## src/rtl/grc_pkg.sv

```systemverilog
// ----------------------------------------------------------------------------
// grc_pkg
// Shared types, constants and tables for the grid column raycaster.
// ----------------------------------------------------------------------------
package grc_pkg;

    localparam int MAP_DIM_DEF    = 256;
    localparam int MAX_ROWS_DEF   = 64;
    localparam int ANGLE_BITS_DEF = 16;

    localparam int CORDIC_STEPS = 16;
    localparam int CORDIC_K     = 652032874;
    localparam int CW  = 46;    // cordic x/y width
    localparam int ZW  = 26;    // cordic angle accumulator, 2^-24 turn
    localparam int TW  = 18;    // trig results, signed Q16
    localparam int AIW = 29;    // atan2 operand width
    localparam int NW  = 18;    // crossing numerators
    localparam int DNW = 17;    // crossing denominators (|sin|, |cos|)
    localparam int QW  = NW + 16;
    localparam int CRW = 35;    // corrected distance

    typedef logic [4:0] t_op;
    localparam t_op OP_NONE      = 5'd0;
    localparam t_op OP_LOAD      = 5'd1;
    localparam t_op OP_SC_FH     = 5'd2;
    localparam t_op OP_AT_OFF    = 5'd3;
    localparam t_op OP_SC_RAY    = 5'd4;
    localparam t_op OP_SC_CD     = 5'd5;
    localparam t_op OP_WALK_INIT = 5'd6;
    localparam t_op OP_WALK_STEP = 5'd7;
    localparam t_op OP_DIV       = 5'd8;
    localparam t_op OP_CORR      = 5'd9;
    localparam t_op OP_SC_FV     = 5'd10;
    localparam t_op OP_ROW_INIT  = 5'd11;
    localparam t_op OP_AT_ROW    = 5'd12;
    localparam t_op OP_SC_ROW    = 5'd13;
    localparam t_op OP_PROD      = 5'd14;
    localparam t_op OP_SURF      = 5'd15;
    localparam t_op OP_NEXT      = 5'd16;

    localparam logic CM_SINCOS = 1'b0;
    localparam logic CM_ATAN   = 1'b1;

    localparam logic OPER_WRITE = 1'b0;

    localparam logic [2:0] CFG_COLS  = 3'd0;
    localparam logic [2:0] CFG_ROWS  = 3'd1;
    localparam logic [2:0] CFG_FOVH  = 3'd2;
    localparam logic [2:0] CFG_FOVV  = 3'd3;
    localparam logic [2:0] CFG_WALLH = 3'd4;
    localparam logic [2:0] CFG_EYEH  = 3'd5;
    localparam logic [2:0] CFG_PITCH = 3'd6;

    localparam logic [1:0] SURF_CEIL  = 2'd0;
    localparam logic [1:0] SURF_FLOOR = 2'd1;
    localparam logic [1:0] SURF_FB    = 2'd2;
    localparam logic [1:0] SURF_LR    = 2'd3;

    typedef struct packed {
        t_op op;
    } t_cmd;

    typedef struct packed {
        logic cordic_done;
        logic div_done;
        logic wall;
        logic last;
    } t_stat;

    // arctangent of 2^-i in 2^-24 turn
    function automatic logic [21:0] atan_turn(input logic [3:0] i);
        logic [21:0] t;
        case (i)
            4'd0:  t = 22'd2097152;
            4'd1:  t = 22'd1238021;
            4'd2:  t = 22'd654136;
            4'd3:  t = 22'd332050;
            4'd4:  t = 22'd166669;
            4'd5:  t = 22'd83416;
            4'd6:  t = 22'd41718;
            4'd7:  t = 22'd20860;
            4'd8:  t = 22'd10430;
            4'd9:  t = 22'd5215;
            4'd10: t = 22'd2608;
            4'd11: t = 22'd1304;
            4'd12: t = 22'd652;
            4'd13: t = 22'd326;
            4'd14: t = 22'd163;
            default: t = 22'd81;
        endcase
        return t;
    endfunction

endpackage

```

## src/rtl/grc_ctrl.sv

```systemverilog
// ----------------------------------------------------------------------------
// grc_ctrl
// Sequencer for one request: a write stores its cell from idle; a cast runs
// angle set-up, grid walk, divide, then one result per screen row.
// ----------------------------------------------------------------------------
module grc_ctrl
    import grc_pkg::*;
(
    input  logic  i_clk,
    input  logic  i_rst_n,
    input  logic  i_in_valid,
    input  logic  i_in_op,
    input  logic  i_out_stall,
    input  t_stat i_st,
    output t_cmd  o_cmd,
    output logic  o_in_stall,
    output logic  o_out_valid
);

    localparam logic [4:0] S_IDLE   = 5'd0;
    localparam logic [4:0] S_FH     = 5'd1;
    localparam logic [4:0] S_FH_W   = 5'd2;
    localparam logic [4:0] S_OFF    = 5'd3;
    localparam logic [4:0] S_OFF_W  = 5'd4;
    localparam logic [4:0] S_RAY    = 5'd5;
    localparam logic [4:0] S_RAY_W  = 5'd6;
    localparam logic [4:0] S_CD     = 5'd7;
    localparam logic [4:0] S_CD_W   = 5'd8;
    localparam logic [4:0] S_WINIT  = 5'd9;
    localparam logic [4:0] S_WRD    = 5'd10;
    localparam logic [4:0] S_WSTEP  = 5'd11;
    localparam logic [4:0] S_DIV    = 5'd12;
    localparam logic [4:0] S_DIV_W  = 5'd13;
    localparam logic [4:0] S_CORR   = 5'd14;
    localparam logic [4:0] S_FV     = 5'd15;
    localparam logic [4:0] S_FV_W   = 5'd16;
    localparam logic [4:0] S_RINIT  = 5'd17;
    localparam logic [4:0] S_ROW    = 5'd18;
    localparam logic [4:0] S_ROW_W  = 5'd19;
    localparam logic [4:0] S_PHI    = 5'd20;
    localparam logic [4:0] S_PHI_W  = 5'd21;
    localparam logic [4:0] S_PROD   = 5'd22;
    localparam logic [4:0] S_SURF   = 5'd23;
    localparam logic [4:0] S_OUT    = 5'd24;

    logic [4:0] r_state, n_state;

    always_comb begin
        n_state  = r_state;
        o_cmd.op = OP_NONE;
        unique case (r_state)
            S_IDLE: begin
                if (i_in_valid) begin
                    o_cmd.op = OP_LOAD;
                    if (i_in_op != OPER_WRITE) n_state = S_FH;
                end
            end
            S_FH:    begin o_cmd.op = OP_SC_FH;  n_state = S_FH_W;  end
            S_FH_W:  if (i_st.cordic_done) n_state = S_OFF;
            S_OFF:   begin o_cmd.op = OP_AT_OFF; n_state = S_OFF_W; end
            S_OFF_W: if (i_st.cordic_done) n_state = S_RAY;
            S_RAY:   begin o_cmd.op = OP_SC_RAY; n_state = S_RAY_W; end
            S_RAY_W: if (i_st.cordic_done) n_state = S_CD;
            S_CD:    begin o_cmd.op = OP_SC_CD;  n_state = S_CD_W;  end
            S_CD_W:  if (i_st.cordic_done) n_state = S_WINIT;
            S_WINIT: begin o_cmd.op = OP_WALK_INIT; n_state = S_WRD; end
            S_WRD:   n_state = S_WSTEP;
            S_WSTEP: begin
                o_cmd.op = OP_WALK_STEP;
                n_state  = i_st.wall ? S_DIV : S_WRD;
            end
            S_DIV:   begin o_cmd.op = OP_DIV;    n_state = S_DIV_W; end
            S_DIV_W: if (i_st.div_done) n_state = S_CORR;
            S_CORR:  begin o_cmd.op = OP_CORR;   n_state = S_FV;    end
            S_FV:    begin o_cmd.op = OP_SC_FV;  n_state = S_FV_W;  end
            S_FV_W:  if (i_st.cordic_done) n_state = S_RINIT;
            S_RINIT: begin o_cmd.op = OP_ROW_INIT; n_state = S_ROW; end
            S_ROW:   begin o_cmd.op = OP_AT_ROW; n_state = S_ROW_W; end
            S_ROW_W: if (i_st.cordic_done) n_state = S_PHI;
            S_PHI:   begin o_cmd.op = OP_SC_ROW; n_state = S_PHI_W; end
            S_PHI_W: if (i_st.cordic_done) n_state = S_PROD;
            S_PROD:  begin o_cmd.op = OP_PROD;   n_state = S_SURF;  end
            S_SURF:  begin o_cmd.op = OP_SURF;   n_state = S_OUT;   end
            S_OUT: begin
                if (!i_out_stall) begin
                    if (i_st.last) begin
                        n_state = S_IDLE;
                    end else begin
                        o_cmd.op = OP_NEXT;
                        n_state  = S_ROW;
                    end
                end
            end
            default: n_state = S_IDLE;
        endcase
    end

    always_ff @(posedge i_clk) begin
        if (!i_rst_n) begin
            r_state <= S_IDLE;
        end else begin
            r_state <= n_state;
        end
    end

    assign o_in_stall  = (r_state != S_IDLE);
    assign o_out_valid = (r_state == S_OUT);

`ifndef SYNTHESIS
    a_cordic_done_waited: assert property (@(posedge i_clk) disable iff (!i_rst_n)
        i_st.cordic_done |-> (r_state == S_FH_W || r_state == S_OFF_W ||
                              r_state == S_RAY_W || r_state == S_CD_W ||
                              r_state == S_FV_W || r_state == S_ROW_W ||
                              r_state == S_PHI_W))
        else $error("cordic finished outside a wait state");

    a_div_done_waited: assert property (@(posedge i_clk) disable iff (!i_rst_n)
        i_st.div_done |-> (r_state == S_DIV_W))
        else $error("divider finished outside its wait state");

    a_out_after_surf: assert property (@(posedge i_clk) disable iff (!i_rst_n)
        $rose(o_out_valid) |-> $past(r_state) == S_SURF)
        else $error("result shown without a fresh surface decision");

    a_no_accept_busy: assert property (@(posedge i_clk) disable iff (!i_rst_n)
        (o_cmd.op == OP_LOAD) |-> (r_state == S_IDLE) && i_in_valid)
        else $error("request loaded while busy");
`endif

endmodule

```

## config.mk

```make
export PLATFORM = sky130hd
export DESIGN_NAME = grc_ctrl
export DESIGN_NICKNAME = d
export VERILOG_FILES = /design/src/rtl/grc_pkg.sv /design/src/rtl/grc_ctrl.sv
export SDC_FILE = /design/constraint.sdc
export NUM_CORES = 1
export LEC_CHECK = 0
export BUFFER_PORTS_ARGS = -buffer_cell sky130_fd_sc_hd__buf_4
export CORE_MARGIN = 1.5
export CORE_UTILIZATION = 46
export DETAILED_ROUTE_END_ITERATION = 10
export GPL_TIMING_DRIVEN = 0
export PLACE_DENSITY = 0.73
export SLEW_MARGIN = 20
export SYNTH_ARGS = -nofsm -noshare
export SYNTH_HDL_FRONTEND = slang
export SYNTH_SLANG_ARGS = --single-unit
```

## constraint.sdc

```tcl
create_clock -name i_clk -period 1.47 [get_ports i_clk]
set_clock_uncertainty 0.1 [all_clocks]
set_input_delay 0.2205 -clock i_clk [delete_from_list [all_inputs] [get_ports i_clk]]
set_output_delay 0.2205 -clock i_clk [all_outputs]
set_load 0.05 [all_outputs]
```

==> results of run 1 <==
[kinds of logic (layout without fill, tap and decap cells)]
group,count (synthesis),count (layout),synth area share (%)
AND/OR/NAND/NOR,38,38,35.6
AO/OA/AOI/OAI,35,35,37.7
flip-flops,5,5,15.2
buffers and inverters,11,44,8.95
XOR/XNOR,1,1,2.48
[what timing repair did]
action,in CTS,in global routing
gates resized for setup,22,17
hold buffers,0,0
gates cloned,1,0
endpoints found under the setup margin,12,12
setup buffers,8,5
pin swaps,6,10
[layer usage]
layer / part of all wire (%) / track usage (%)
met5: 0 / 0
met4: 8.6 / 14.2
met3: 11 / 6.52
met1: 35 / 43.2
met2: 45 / 57.0
[cell type report]
| class | instances | area [sq um] | share of cell area, % |
|---|---|---|---|
| flip-flops and latches | 5 | 108 | 8.78 |
| repair buffers | 29 | 265 | 21.7 |
| clock buffers | 4 | 26.3 | 2.15 |
| well taps | 15 | 18.8 | 1.53 |
| plain buffers | 9 | 139 | 11.3 |
| inverters | 2 | 7.51 | 0.613 |
| multi-input cells | 74 | 661 | 53.9 |
[through the flow]
stage               std cells  setup TNS, ps  instance area [sq um]  hold slack [ps]  setup WS (ps)
global route              138          -5250                   1220              204           -553
floorplan                  90          -1880                    781              293           -288
CTS                       133          -3490                   1110              173           -453
finish                    138          -4630                   1220              178           -480
detailed placement        120          -1830                    912              405           -281
global placement          120          -1620                    912              409           -263
[placed cells by master, fill, tap and decap left out, types with 2 or more instances in the layout]
cell type,instances
o31ai_4,2
nor2b_1,2
buf_6,10
clkbuf_16,2
or3_4,2
a21oi_1,8
nand4b_1,2
clkbuf_4,3
dfxtp_2,3
nor2_4,2
buf_8,4
nand2_4,2
buf_4,19
a21oi_2,2
nor2_1,4
nand3_1,2
o21ai_0,4
nor2_2,2
a31oi_1,2
inv_1,2
nand2_1,4
nand2b_1,4
[power by group through the flow]
| stage | clock network [uW] | registers, uW | logic (uW) |
|---|---|---|---|
| after floorplan | 0 | 223 | 1300 |
| after global placement | 0 | 232 | 1590 |
| after detailed placement | 0 | 233 | 1600 |
| after CTS | 165 | 236 | 1900 |
| after global routing | 174 | 248 | 2410 |
| final | 167 | 249 | 2310 |
[worst max-delay path by stage]
stage / start / end / slack [ps] / depth (start not counted)
after global routing: r_state[0] / o_cmd[0] / -550 / 8
after floorplan: r_state[2] / o_cmd[4] / -290 / 3
after global placement: r_state[1] / o_cmd[2] / -260 / 5
after detailed placement: r_state[1] / o_cmd[2] / -280 / 5
final: r_state[0] / o_cmd[0] / -480 / 8
after CTS: r_state[2] / o_in_stall / -450 / 4
[worst register-to-register path, cell delays in order, from the launching register on]
cell,delay [ps]
dfxtp_1,340
buf_6,140
buf_4,130
nand4b_1,230
nor3_2,310
a221o_1,270
o21ai_1,120
a21oi_1,160
==> out/metrics.cfg, run 1 <==
[yosys]
synth.top_cell.area_share_pct=15.2
yosysWarnings=0
ys_ff_latch=5
synth_area_sq_um=657
syn_area_per_cell_sq_um=7.30
synth_common_cells=11 x a21oi_1, 6 x nand2_1, 6 x nor2_1
ys_seq_area_share_pct=15.2
synth_most_common_cell=a21oi_1
synthTopCellsByArea=dfxtp_1 15%, a21oi_1 8.4%, nand2b_1 4.8%, buf_4 4.6%, nand2_1 3.4%
synth_edf_count=0
synth_fp_nets=99
synthFlopType=dfxtp_1
synth_top_cell_by_area=dfxtp_1
syn_inst=90
async_flop_share_pct=0
ys_types=43

[cells_and_area]
nNetsFinal=133
area.growth.synth_to_final_pct=86.5
top_register=r_state
drive_gt1_share_pct=60.2
antenna-diode-count=0
n_fill_cell=46
post-route-util_pct=93.0
largest_reg_flops=5
largestRegisters=r_state (5)

[pwr]
total_power_uw=2720
intPower_uw=1300
power_switching_share_pct=52.1
powerDensity_nw_per_um2=2220
seqPwrFrac_pct=9.1
cellLeakagePower_uw=0.000490
clockPowerShare_pct=6.1
p_comb_share_pct=84.7
p_sw_uw=1420
irDropWorstVdd_mv=1.63

[worst_setup_path]
timing.critical_path.buf_inv=3
critical-path-max-stage-delay_ps=330
cp_top_family=simple AND/OR/NAND/NOR gates
r2r_slack_ps=-400
ff2ff_path_depth=7
path_class=flop to output pin
rr_startpoint=r_state[2]
critical_path.cell_chain=buf_6, buf_8, nor4b_4, a21oi_2, nor2_2, nor2_2, o22ai_4, buf_6
cp.arrival_ps=1630
startpoint_type=flop
slowest_stage=dfxtp_2
required_ps=1150
r2r_end=r_state[2]
path_max_fanout=5
crit_path_end_kind=output pin

[clock_network]
cts_made_buffers=3
tritoncts=built
cts.clk_slew.worst_paths_ps=50
clkLatencyLatePin_ps=240
max-clock-path-buffers=2
h-tree-depth=1
cts.sinks=5
root_buffer=clkbuf_4

[timing]
period_share_pct=133
hold_violations=0
worst_slack_ps=-480
slew_violations=0
fin_crit_ps=1950
setup_viol_count_final=12
rsz0062_at_grt=yes
max_slew_margin_pct=75.6
worstMarginPinSlew_ps=366
clock.fmax_mhz=513

[placed_design]
dpl.hpwl_um=1330
place.gp.congestion=0.837
io_buffers=15

[floorplan]
dieArea_sq_um=1660
io_pins=16
core_region_area_sq_um=1320
die_h_um=40.8
die_w_um=40.8
num_rows=13
start_util_pct=49.9

[run_status]
violations=setup timing
status=finished with violations

[drt]
via_count=998
wl_per_cell_um=23.0
drt_iter0_markers=74
viasPerCell=7.23
drtAntennaViolNets=0
drt-total-wl_um=3170
firstDrtPassIters=5
drc=0

[global_route]
grt_usage_pct=34.5
grt_pass1_vias=867
grt_pass1_wl_um=3860
grt_max_degree=11
antenna_found_initial=0
gr-total-overflow=0

[min_path]
hp-class=input port to flop
whs_endpoint=r_state[3]
hp-start=i_rst_n
hold_path_depth=3

[run]
drv_cap=0

No activity file was read; power rests on OpenSTA's default activity.
==> inputs of run 2 (changes only) <==
--- a/config.mk
+++ b/config.mk
@@ -6,11 +6,11 @@
 export NUM_CORES = 1
 export LEC_CHECK = 0
 export BUFFER_PORTS_ARGS = -buffer_cell sky130_fd_sc_hd__buf_4
-export CORE_MARGIN = 1.5
-export CORE_UTILIZATION = 46
+export CORE_AREA = 2 2 39 41
 export DETAILED_ROUTE_END_ITERATION = 10
+export DIE_AREA = 0 0 41 43
 export GPL_TIMING_DRIVEN = 0
-export PLACE_DENSITY = 0.73
+export PLACE_DENSITY = 0.75
 export SLEW_MARGIN = 20
 export SYNTH_ARGS = -nofsm -noshare
 export SYNTH_HDL_FRONTEND = slang
==> constraint.sdc (replaced) <==
create_clock -name i_clk -period 2.5 [get_ports i_clk]
set_clock_uncertainty 0.1 [all_clocks]
set_input_delay 0.375 -clock i_clk [delete_from_list [all_inputs] [get_ports i_clk]]
set_output_delay 0.375 -clock i_clk [all_outputs]
set_load 0.05 [all_outputs]
==> out/metrics.cfg, run 2 (synthesized netlist as in run 1, its figures left out) <==
[placed_design]
dpl.cell_count=121  ; +0.83%
io_buffers=15  ; unchanged
dpl.hpwl_um=1360  ; +2.3%
place.gp.congestion=0.889  ; +6.2%

[timing]
hold_violations=0  ; unchanged
period_share_pct=90.1
worstMarginPinSlew_ps=408  ; +41.1 ps
fin_tns_setup_ps=0  ; +4630 ps
clock.fmax_mhz=444
max_slew_margin_pct=72.8  ; -2.7 points
whs_ps=333  ; +155 ps
slew_violations=0  ; unchanged
fin_crit_ps=2250
setup_viol_count_final=0  ; -12
rsz0062_at_grt=no

[cells_and_area]
largest_reg_flops=5  ; unchanged
fin_cells=124  ; -10%
drive_gt1_share_pct=31.5  ; -29 points
regArea_sq_um=100  ; -7.0%
final_cell_mix=19 x buf_4, 11 x a21oi_1, 6 x nand2_1, 6 x nor2_1
n_fill_cell=145  ; +220%
area.growth.synth_to_final_pct=24.6
antenna-diode-count=0  ; unchanged
layout_commonest_cell=buf_4
top_register=r_state
multi_input_area_sq_um=504  ; -24%
nNetsFinal=118  ; -11%
largestRegisters=r_state (5)

[global_route]
grt_pass1_vias=693  ; -20%
gr-total-overflow=0  ; unchanged
antenna_found_initial=0  ; unchanged
grt_usage_pct=24.0  ; -11 points
grt_max_degree=11  ; unchanged
grt_pass1_wl_um=2950  ; -24%

[worst_setup_path]
r2r_end=r_state[4]
cp_top_family=buffers and inverters
crit_path_end=o_cmd[2]
path_class=flop to output pin
ff2ff_path_depth=5  ; -2
path_max_fanout=10  ; +5
critical_path.cell_chain=clkbuf_1, nand2_1, a311o_1, o31ai_1, buf_4
r2r_slack_ps=750  ; +1150 ps
rr_startpoint=r_state[4]
required_ps=2030  ; +880 ps
cp.arrival_ps=1780  ; +150 ps
timing.critical_path.buf_inv=2  ; -1
startpoint_type=flop
path_depth=5  ; -3
crit_path_end_kind=output pin
critical_path.startpoint=r_state[1]
slowest_stage=dfxtp_1
critical-path-max-stage-delay_ps=420  ; +90 ps

[min_path]
hp-class=input port to flop
hold_path_depth=3  ; unchanged

[pwr]
powerDensity_nw_per_um2=1280  ; -43%
irDropWorstVdd_mv=0.698  ; -57%
cellLeakagePower_uw=0.000314  ; -36%

[floorplan]
num_rows=14  ; +1
core_region_area_sq_um=1380  ; +5.0%
die_h_um=43  ; +5.4%
start_util_pct=47.5  ; -2.4 points
die_w_um=41  ; +0.51%
io_pins=16  ; unchanged
dieArea_sq_um=1760  ; +6.0%

[clock_network]
cts.clk_slew.worst_paths_ps=50  ; about the same
tritoncts=built
clkLatencyLatePin_ps=240  ; about the same
root_buffer=clkbuf_4
h-tree-depth=1  ; unchanged
cts_made_buffers=3  ; unchanged
post_cts_resized=0  ; -100%
max-clock-path-buffers=2  ; unchanged
cts.sinks=5  ; unchanged

[drt]
drt_iter0_markers=30  ; -59%
drtAntennaViolNets=0  ; unchanged
via_count=760  ; -24%
drt-total-wl_um=1790  ; -44%
drc=0  ; unchanged
dr_wl_met2_um=885  ; -38%
wl_per_cell_um=14.4  ; -37%
wl_met1_um=766  ; -31%
highest_layer=met3
firstDrtPassIters=4  ; -1
met3_length_um=135  ; -62%
viasPerCell=6.13  ; -15%

[run]
drv_cap=0  ; unchanged

[run_status]
status=completed

-- run 2: cell type report --
cell class	count	area share, %
Multi-Input combinational cell	74	61.6
Timing Repair Buffer	15	13.8
Sequential cell	5	12.2
Tap cell	16	2.45
Clock buffer	4	3.21
Buffer	8	5.81
Inverter	2	0.917
-- run 2: worst min-delay path by stage --
stage | from | to | slack, ps
2_1_floorplan | i_rst_n | r_state[3] | 450
3_3_place_gp | i_rst_n | r_state[3] | 560
3_5_place_dp | i_rst_n | r_state[3] | 580
4_1_cts | i_rst_n | r_state[1] | 330
5_1_grt | i_rst_n | r_state[3] | 320
6_report | i_rst_n | r_state[3] | 330
-- run 2: metrics by stage --
step | instance area, sq um | worst slack, ps | power (uW) | util [%]
CTS | 822 | 141 | 1050 | 59.4
finish | 818 | 246 | 1040 | 59.1
global placement | 796 | 452 | 942 | 57.5
detailed placement | 796 | 402 | 956 | 57.5
floorplan | 663 | 39.9 | 768 | -
global route | 818 | 108 | 1130 | 59.1
-- run 2: layer usage --
metal / vias up / track usage (%)
met3: 0 / 6.28
met4: 0 / 4.00
li1: 376 / -
met2: 38 / 39.4
met1: 346 / 30.5
met5: - / 0
-- run 2: what timing repair did --
action	4_1_cts	5_1_grt
hold buffers	0	0
endpoints found under the setup margin	0	1
buffers inserted	0	0
-- run 2: power breakdown --
part	leakage [uW]	switching (uW)	internal (uW)
clock	0.0000150	32.4	60.3
combinational	0.000258	516	298
sequential	0.0000409	31.8	105
total	0.000314	580	464
-- run 2: worst reg2reg max path: stages (launching register included) --
cell	delay [ps]
dfxtp_1	460
buf_4	270
nor2_1	120
o31ai_4	340
a21oi_1	120
a311oi_1	250
==> inputs of run 3 (changes only) <==
--- a/config.mk
+++ b/config.mk
@@ -7,6 +7,8 @@
 export LEC_CHECK = 0
 export BUFFER_PORTS_ARGS = -buffer_cell sky130_fd_sc_hd__buf_4
 export CORE_AREA = 2 2 39 41
+export CTS_BUF_LIST = sky130_fd_sc_hd__clkbuf_2
+export CTS_CLUSTER_SIZE = 14
 export DETAILED_ROUTE_END_ITERATION = 10
 export DIE_AREA = 0 0 41 43
 export GPL_TIMING_DRIVEN = 0
==> constraint.sdc (replaced) <==
create_clock -name i_clk -period 2.5 [get_ports i_clk]
set_clock_uncertainty 0.1 [all_clocks]
set_input_delay 0.375 -clock i_clk [delete_from_list [all_inputs] [get_ports i_clk]]
set_output_delay 0.375 -clock i_clk [all_outputs]
set_load 0.01 [all_outputs]
==> out/metrics.cfg, run 3 (synthesized netlist as in run 1, its figures left out) <==
[cells_and_area]
nNetsFinal=119  ; +0.85%
fin_cells=125  ; +0.81%
largestRegisters=r_state (5)
top_register=r_state
antenna-diode-count=0  ; unchanged
n_fill_cell=138  ; -4.8%
area.growth.synth_to_final_pct=23.2
fin_area_sq_um=810  ; -1.1%
largest_reg_flops=5  ; unchanged
final_cell_mix=19 x buf_4, 11 x a21oi_1, 6 x nand2_1, 6 x nor2_1
layout_commonest_cell=buf_4
drive_gt1_share_pct=31.2  ; -0.29 points

[drt]
drc=0  ; unchanged
via_count=776  ; +2.1%
drt-total-wl_um=1780  ; -0.28%
viasPerCell=6.21  ; +1.3%
wl_per_cell_um=14.2  ; -1.1%
firstDrtPassIters=4  ; unchanged
drt_iter0_markers=27  ; -10%
drtAntennaViolNets=0  ; unchanged

[timing]
fin_tns_setup_ps=0  ; unchanged
rsz0062_at_grt=no
slew_violations=0  ; unchanged
fin_crit_ps=2240  ; -12.2 ps
setup_viol_count_final=0  ; unchanged
period_share_pct=89.7  ; -0.49 points
worst_slack_ps=259  ; +12.2 ps
clock.fmax_mhz=446  ; +0.54%
worstMarginPinSlew_ps=419  ; +11.1 ps
max_slew_margin_pct=72.1  ; -0.74 points
hold_violations=0  ; unchanged

[global_route]
grt_usage_pct=24.1  ; +0.15 points
grt_pass1_wl_um=2940  ; -0.47%
use_met3_pct=7.85  ; +1.6 points
grt_max_degree=11  ; unchanged
top_usage_layer=met2
grt.met1_usage_pct=33.3  ; +2.8 points
antenna_found_initial=0  ; unchanged
grtUsageMet2_pct=34.1  ; -5.3 points
grt_pass1_vias=686  ; -1.0%
gr-total-overflow=0  ; unchanged

[pwr]
total_power_uw=875  ; -16%
cellLeakagePower_uw=0.000316  ; +0.80%
seqPwrFrac_pct=15.5  ; +2.4 points
clockPowerShare_pct=8.2  ; -0.7 points
power_switching_share_pct=49.3  ; -6.3 points
p_comb_share_pct=76.3  ; -1.7 points
powerDensity_nw_per_um2=1080  ; -15%
irDropWorstVdd_mv=0.480  ; -31%
p_sw_uw=431  ; -26%
intPower_uw=444  ; -4.2%

[clock_network]
cts.clk_slew.worst_paths_ps=50  ; about the same
h-tree-depth=1  ; unchanged
clkLatencyLatePin_ps=210  ; -30 ps
cts.sinks=5  ; unchanged
tritoncts=built
post_cts_resized=0  ; unchanged
cts_made_buffers=3  ; unchanged
post-cts-setup-buffers=0  ; unchanged
root_buffer=clkbuf_2
cts_hold_buffers=0  ; unchanged
max-clock-path-buffers=2  ; unchanged

[floorplan]
die_h_um=43  ; unchanged
start_util_pct=47.5  ; unchanged
core_region_area_sq_um=1380  ; unchanged
dieArea_sq_um=1760  ; unchanged
die_w_um=41  ; unchanged
num_rows=14  ; unchanged
io_pins=16  ; unchanged

[worst_setup_path]
timing.critical_path.buf_inv=3  ; +1
path_class=flop to output pin
path_max_fanout=10  ; unchanged
critical_path.cell_chain=buf_4, clkbuf_1, o22ai_1, a22o_1, buf_4
cp.arrival_ps=1770  ; about the same
startpoint_type=flop
required_ps=2030  ; about the same
r2r_slack_ps=770  ; +20 ps
rr_startpoint=r_state[0]
ff2ff_path_depth=6  ; +1
r2r_end=r_state[4]
crit_path_end_kind=output pin
slowest_stage=dfxtp_1
critical-path-max-stage-delay_ps=440  ; +20 ps
worst_path_most_repeated_cell=buf_4
cp_top_family=buffers and inverters

[placed_design]
io_buffers=15  ; unchanged
dpl.hpwl_um=1370  ; +0.45%
place_area_sq_um=790  ; -0.79%
dpl.cell_count=121  ; unchanged
dp_slack_ps=498  ; +96.0 ps
place.gp.congestion=0.865  ; -2.7%

[min_path]
whs_endpoint=r_state[3]
hold_path_depth=3  ; unchanged
hp-start=i_rst_n
hp-class=input port to flop

[run_status]
status=completed

[run]
drv_cap=0  ; unchanged

[run 3: metrics by stage]
stage,hold slack [ps],utilization (%)
finish,355,58.5
global placement,555,57.1
global route,341,58.5
detailed placement,570,57.1
CTS,343,58.5
floorplan,447,-
[run 3: metal layers]
layer | vias to the layer above | routed length, um
li1 | 373 | -
met1 | 357 | 752
met2 | 40 | 828
met3 | 6 | 135
met4 | 0 | 64
met5 | - | 0
[run 3: how the worst max path moves through the flow]
stage,from,end,slack [ps],cells after the start
after floorplan,r_state[2],o_cmd[4],780,3
after global placement,r_state[4],o_cmd[1],500,5
after detailed placement,r_state[4],o_cmd[1],500,5
after CTS,r_state[4],o_cmd[1],250,5
after global routing,r_state[4],o_cmd[1],70,5
final,r_state[4],o_cmd[1],260,5
[run 3: power by group through the flow]
stage                     Combinational (uW)  Clock (uW)  Sequential [uW]
final                                    667        71.8              136
after global routing                     737        87.2              141
after CTS                                660        77.6              135
after detailed placement                 658           0              137
after global placement                   650           0              137
after floorplan                          490           0              128
[run 3: tightest hold or removal path: cells and delay by family]
kind / cells / cell delay (ps)
buffers and inverters: 2 / 150
AND/OR/NAND/NOR: 1 / 100
[run 3: area by class of cell]
type / count / area [sq um] / area share [%]
multi-input combinational: 74 / 498 / 61.5
timing repair buffer: 15 / 113 / 13.9
sequential: 5 / 100 / 12.4
buffer: 9 / 51.3 / 6.34
clock buffer: 4 / 20.0 / 2.47
tap: 16 / 20.0 / 2.47
inverter: 2 / 7.51 / 0.927
